**config.mk**
```make
export PLATFORM = sky130hd
export DESIGN_NAME = hpq_ctrl
export DESIGN_NICKNAME = d
export VERILOG_FILES = /design/src/rtl/hpq_pkg.sv /design/src/rtl/hpq_ctrl.sv
export SDC_FILE = /design/constraint.sdc
export NUM_CORES = 1
export LEC_CHECK = 0
export BUFFER_PORTS_ARGS = -buffer_cell sky130_fd_sc_hd__clkbuf_2
export CAP_MARGIN = 30
export CORE_AREA = 2 2 39 41
export CTS_CLUSTER_DIAMETER = 200
export DETAILED_ROUTE_END_ITERATION = 10
export DIE_AREA = 0 0 41 43
export PLACE_DENSITY = 0.61
export SETUP_SLACK_MARGIN = 0.15
export SLEW_MARGIN = 0
export SYNTH_ARGS = -nofsm -noshare
export SYNTH_HDL_FRONTEND = slang
export SYNTH_SLANG_ARGS = --single-unit
export TNS_END_PERCENT = 30
```
**constraint.sdc**
```tcl
create_clock -name clk -period 2.65 [get_ports clk]
set_clock_uncertainty 0.1 [all_clocks]
set_input_delay 0 -clock clk [delete_from_list [all_inputs] [get_ports clk]]
set_output_delay 0 -clock clk [all_outputs]
set_load 0.1 [all_outputs]
```
**src/rtl/hpq_pkg.sv**
```systemverilog
// hpq_pkg: shared types and constants of the max-heap priority queue
// depends on nothing; imported by hpq_ctrl, hpq_dp and max_heap_priority_queue
package hpq_pkg;

	localparam int VAL_W = 32;
	localparam int CAP_W = 11;
	localparam int POS_W = 11;
	localparam logic [CAP_W-1:0] CAP_RESET = 11'd1024;

	// request kinds
	localparam logic ACT_INSERT  = 1'b0;
	localparam logic ACT_EXTRACT = 1'b1;

	// result status codes
	localparam logic ST_DONE   = 1'b0;
	localparam logic ST_REJECT = 1'b1;

	// controller states
	typedef enum logic [2:0] {
		S_IDLE,
		S_UP_RD,
		S_UP_CMP,
		S_EX_LOAD,
		S_DN_RD,
		S_DN_CMP,
		S_DONE
	} ctrl_state_t;

	// datapath operations issued by the controller
	typedef enum logic [3:0] {
		OP_NONE,
		OP_INS_START,
		OP_EXT_START,
		OP_REJECT,
		OP_PLACE,
		OP_UP_READ,
		OP_UP_MOVE,
		OP_EX_LOAD,
		OP_DN_READ,
		OP_DN_MOVE,
		OP_OUT
	} dp_op_t;

	// status flags from datapath to controller
	typedef struct packed {
		logic full;      // count at or above the effective bound
		logic empty;     // count is zero
		logic root;      // moving entry sits at the root
		logic up_gt;     // moving entry strictly greater than its parent
		logic last;      // heap emptied by the current extract
		logic leaf;      // moving entry has no children
		logic dn_gt;     // larger child strictly greater than moving entry
		logic out_free;  // result register can take a new result
	} dp_stat_t;

endpackage

```
**src/rtl/hpq_ctrl.sv**
```systemverilog
// hpq_ctrl: sequencing state machine of the heap priority queue
// depends on hpq_pkg; drives the datapath operation code in hpq_dp
module hpq_ctrl (
	input  logic             clk,
	input  logic             arst_n,
	input  logic             in_valid,
	output logic             in_ready,
	input  logic             action,
	input  hpq_pkg::dp_stat_t stat,
	output hpq_pkg::dp_op_t   op
);
	import hpq_pkg::*;

	ctrl_state_t state_q, state_d;

	// state register
	always_ff @(posedge clk or negedge arst_n) begin
		if (!arst_n) begin
			state_q <= S_IDLE;
		end else begin
			state_q <= state_d;
		end
	end

	// next state and operation select
	always_comb begin
		state_d  = state_q;
		op       = OP_NONE;
		in_ready = 1'b0;
		case (state_q)
			S_IDLE: begin
				in_ready = 1'b1;
				if (in_valid) begin
					if (action == ACT_INSERT) begin
						if (stat.full) begin
							op      = OP_REJECT;
							state_d = S_DONE;
						end else begin
							op      = OP_INS_START;
							state_d = S_UP_RD;
						end
					end else begin
						if (stat.empty) begin
							op      = OP_REJECT;
							state_d = S_DONE;
						end else begin
							op      = OP_EXT_START;
							state_d = S_EX_LOAD;
						end
					end
				end
			end
			S_UP_RD: begin
				if (stat.root) begin
					op      = OP_PLACE;
					state_d = S_DONE;
				end else begin
					op      = OP_UP_READ;
					state_d = S_UP_CMP;
				end
			end
			S_UP_CMP: begin
				if (stat.up_gt) begin
					op      = OP_UP_MOVE;
					state_d = S_UP_RD;
				end else begin
					op      = OP_PLACE;
					state_d = S_DONE;
				end
			end
			S_EX_LOAD: begin
				op      = OP_EX_LOAD;
				state_d = stat.last ? S_DONE : S_DN_RD;
			end
			S_DN_RD: begin
				if (stat.leaf) begin
					op      = OP_PLACE;
					state_d = S_DONE;
				end else begin
					op      = OP_DN_READ;
					state_d = S_DN_CMP;
				end
			end
			S_DN_CMP: begin
				if (stat.dn_gt) begin
					op      = OP_DN_MOVE;
					state_d = S_DN_RD;
				end else begin
					op      = OP_PLACE;
					state_d = S_DONE;
				end
			end
			S_DONE: begin
				if (stat.out_free) begin
					op      = OP_OUT;
					state_d = S_IDLE;
				end
			end
			default: begin
				state_d = S_IDLE;
			end
		endcase
	end

endmodule

```
Word-level counts from Yosys, hierarchy flattened --
Cells that the tools add are included.
Storage, ports and cells: register bits 3, bits of input ports 12, output and inout bits 5, word-level logic and storage cells 33
Operators by class: equal/unequal tests 8, mux-type cells 22, reduce and logical (&&, ||, !) cells 2
Operators with widths (number):
- one-hot mux 4 bit (7 select lines) | 1
- 2-to-1 mux 3 bit | 7
- one-hot mux 3 bit (7 select lines) | 1
- 2-to-1 mux 4 bit | 5
- 2-to-1 mux 2 bit | 5
- equality test 3 bit, second input constant | 3
- equality test 3 x 2 -> 1 bit, second input constant | 2
- != test 2 bit, second input constant | 2
- equality test 3 x 1 -> 1 bit, second input constant | 1
- zero test 3 bit | 1
- 2-to-1 mux 1 bit | 3
- AND reduction 2 bit | 1

Logic depth before layout (Yosys ltp) --
depth in word-level cells 4, depth in mapped cells 5, mapped depth without buffers 3

Worst setup path before layout --
No wires, ideal clock.
kind register to output, start point register state_q[0], end point output port in_ready, arrival 2.749 ns, required time 2.550 ns, setup slack -0.199 ns, cell stages (with the launch flop) 4, buffers on the path 2, cells stage by stage dfrtp_1 > buf_6 > clkbuf_1 > nor3_1
Between the ends: word-level cells in the longest chain between the ends 2
Ends and longest elaborated chain:
- start: declaration | RTL line hpq_ctrl.sv:14 | ctrl_state_t state_q, state_d;
- start signal: assignment | RTL line hpq_ctrl.sv:21 | state_q <= state_d;
- zero test 3 bit | RTL line hpq_ctrl.sv:30 | case (state_q)
- 2-to-1 mux 1 bit | RTL line hpq_ctrl.sv:30
- end: declaration | RTL line hpq_ctrl.sv:7 | output logic in_ready,
Every way passes these cells.

Worst setup path after layout --
start point register state_q[2], end point output port op[0]
Between the ends: word-level cells in the longest chain between the ends 2, elaborated cells on any way between the ends 8, those cells by class eq/ne: 6; mux: 1; reduce/logical: 1
Ends and longest elaborated chain:
- equality test 3 bit (tied with other cells) | RTL line hpq_ctrl.sv:30
- one-hot mux 4 bit (7 select lines) * | RTL line hpq_ctrl.sv:30
- end: declaration | RTL line hpq_ctrl.sv:10 | output hpq_pkg::dp_op_t op
Every way passes the cells marked *; elsewhere a longest branch is shown, timed or not.

==> summary.txt <==
STA
  • Pins Over Slew Limit: 0
  • Fin crit share: 75.6%
  • Worst-Margin Slew: 0.548 ns
  • Setup TNS: 0 ns
  • Setup violators final: 0
  • Final min period: 2.00 ns
  • RSZ-0062 raised after global routing: false
  • Max Fclk: 499 MHz
  • Hold Vio Cnt, Final: 0
  • Worst relative slew slack: 63.5%

Clocking
  • Depth of the CTS H-tree: 1
  • Skew-Pair Late Insertion Delay: 0.23 ns
  • Setup repair bufs after CTS: 0
  • Root buffer cell: clkbuf_4
  • Cts repair resizes: 0
  • Deepest clock path buffer count: 2
  • CTS tree: done
  • Total CTS buffers: 3
  • Worst-path clk slew: 0.04 ns
  • Clk sinks: 3

Setup path
  • CP peak stage delay: 0.54 ns
  • Crit. path cell count: 4
  • Worst Setup End Kind: output pin
  • Critical path class: flip-flop to output pin
  • CP arrival: 1.90 ns
  • Slowest cell on crit path: dfrtp_1
  • Startpoint class of the critical path: flip-flop
  • Worst reg2reg path depth: 3
  • Crit path max fanout: 17
  • Worst-path cell chain: nand2b_1 > o31a_1 > o21ai_1 > clkbuf_2
  • Delay-heaviest family, CP: flip-flops
  • Crit path buf inv count: 1
  • WP data required: 2.55 ns

Synthesis
  • Sequential area share after synthesis: 18.8%
  • Flops & latches, synth: 3
  • Net Count, Synth: 66
  • Synth area leader: dfrtp_1
  • Yosys warning total: 0
  • Asr flop ratio synth: 100%
  • Most used DFF post-synth: dfrtp_1
  • Area contributors post-synth: dfrtp_1 19%, a21oi_1 7.5%, nor2b_1 6.3%, buf_6 5.6%, o21ai_1 5.0%
  • Number of synthesized flops with an enable pin: 0
  • Syn Area/Cell: 7.41 sq um
  • Count of different cell masters after synthesis: 29
  • Cells after Synth: 54
  • Cell area after synthesis: 400 sq um
  • Area share of the largest cell type after synthesis: 18.8%

Final layout
  • Layout cells sized above 1: 35.2%
  • Seq. cell area: 75.1 sq um
  • Final Cell Area: 515 sq um
  • Regs by FF count: state_q x3
  • # fillers: 151
  • Most flop-heavy register: state_q
  • Max reg flops: 3
  • Area of the multi-input gates: 294 sq um
  • # nets final: 84
  • Layout area overhead: 28.7%
  • Antenna Cells: 0

Route
  • Final ANT Viol Nets: 0
  • Total number of vias: 430
  • DR iter-0 viols: 15
  • DRC: 0
  • DRT Pass-1 Iters: 5
  • Mean routed wirelength per cell: 11.4 um
  • Vias per cell: 4.94
  • Detailed Route WL: 993 um

Floorplan
  • Initial Utilization: 28.9%
  • Total core area: 1380 sq um
  • Rows: 14
  • Die Y: 43 um
  • Chip width: 41 um
  • # IOs: 17
  • Die area: 1760 sq um

Placed design
  • Port-buffer cells: 16
  • Routability cong.: 0.762
  • Post-detail-place hpwl: 732 um
  • Post-place instance area: 469 sq um

Global routing
  • Largest net degree at the start of global routing: 21
  • First-pass GRT wire length: 1.46 mm
  • GRT Total Usage: 12.1%
  • Gr ovfl total: 0
  • Vias in the first global route: 367
  • Initial antenna violation count: 0

Run
  • Max-cap viol count: 0

Run status
  • Status: finished clean

Worst hold path
  • Hold Crit Class: primary input to asynchronous set/reset pin
## per-stage QoR
step | std cells | hold slack (ns) | utilization (%) | setup WS [ns]
CTS | 87 | 0.00524 | 37.3 | 0.654
global placement | 81 | -0.302 | 33.9 | 0.932
detailed placement | 81 | -0.302 | 33.9 | 0.894
global route | 87 | 0.0261 | 37.3 | 0.520
finish | 87 | 0.0182 | 37.3 | 0.648
floorplan | 54 | -0.396 | - | 0.343
## Yosys cell counts (2+ instances only)
cell,instances
buf_6,2
nand2b_1,2
o21ai_1,4
nor2b_1,4
o31a_1,2
dfrtp_1,3
o21ai_0,2
or3_1,2
buf_2,2
a21oi_1,6
nand3_1,2
nand2_1,4
nor2_1,3
## cell type report
class                      instances  share of cell area, %
multi-input combinational         46                   57.0
timing repair buffer              18                   19.4
sequential                         3                   14.6
clock buffer                       4                   5.10
tap                               16                   3.88
## cell usage in the layout, fill, tap and decap left out
cell,instances
clkbuf_2,16
a21oi_1,6
nor2b_1,4
o21ai_1,4
nand2_1,4
nor2_1,3
clkbuf_4,3
dfrtp_1,3
nand2b_1,2
nand3_1,2
o31a_1,2
o21ai_0,2
or3_1,2
dlygate4sd3_1,2
nor3_2,1
a31oi_1,1
nand3b_1,1
or2_1,1
and3b_1,1
o21a_1,1
o22ai_1,1
mux2_4,1
or4_4,1
nor3b_1,1
or2_2,1
a211oi_1,1
a32oi_1,1
nand2_2,1
o221ai_2,1
clkbuf_1,1
## kinds of logic (layout without fill, tap and decap cells)
kind of cell	Yosys count	after routing	synth area share, %
and+or+nand+nor	25	25	36.3
muxes	1	1	3.75
buffers and inverters	5	22	9.06
AOI/OAI and AO/OA	20	20	32.2
DFF	3	3	18.7
## final timing paths
path                             from    endpoint  slack [ns]
setup / recovery           state_q[2]       op[0]        0.65
hold / removal                 arst_n  state_q[0]        0.02
setup reg to reg           state_q[1]  state_q[1]        1.05
min in group clk              stat[4]  state_q[0]        0.04
max in group asynchronous      arst_n  state_q[1]        2.32
hold reg to reg            state_q[0]  state_q[0]        0.69
## layer usage
layer	share of wire, %	global-route usage (%)	up-vias	wire, um
li1	-	-	232	-
met1	50	15.5	188	492
met2	46	17.8	10	456
met3	4.4	3.14	0	44
met4	0	6.00	0	0
met5	0	0	-	0
## repair_timing
action / CTS / global route
endpoints found under the hold margin: 4 / 0
endpoints found under the setup margin: 0 / 0
hold buffers: 2 / 0
Power is not shown: default switching activity piles up to over one toggle a cycle in this logic, so the estimate is an artifact.
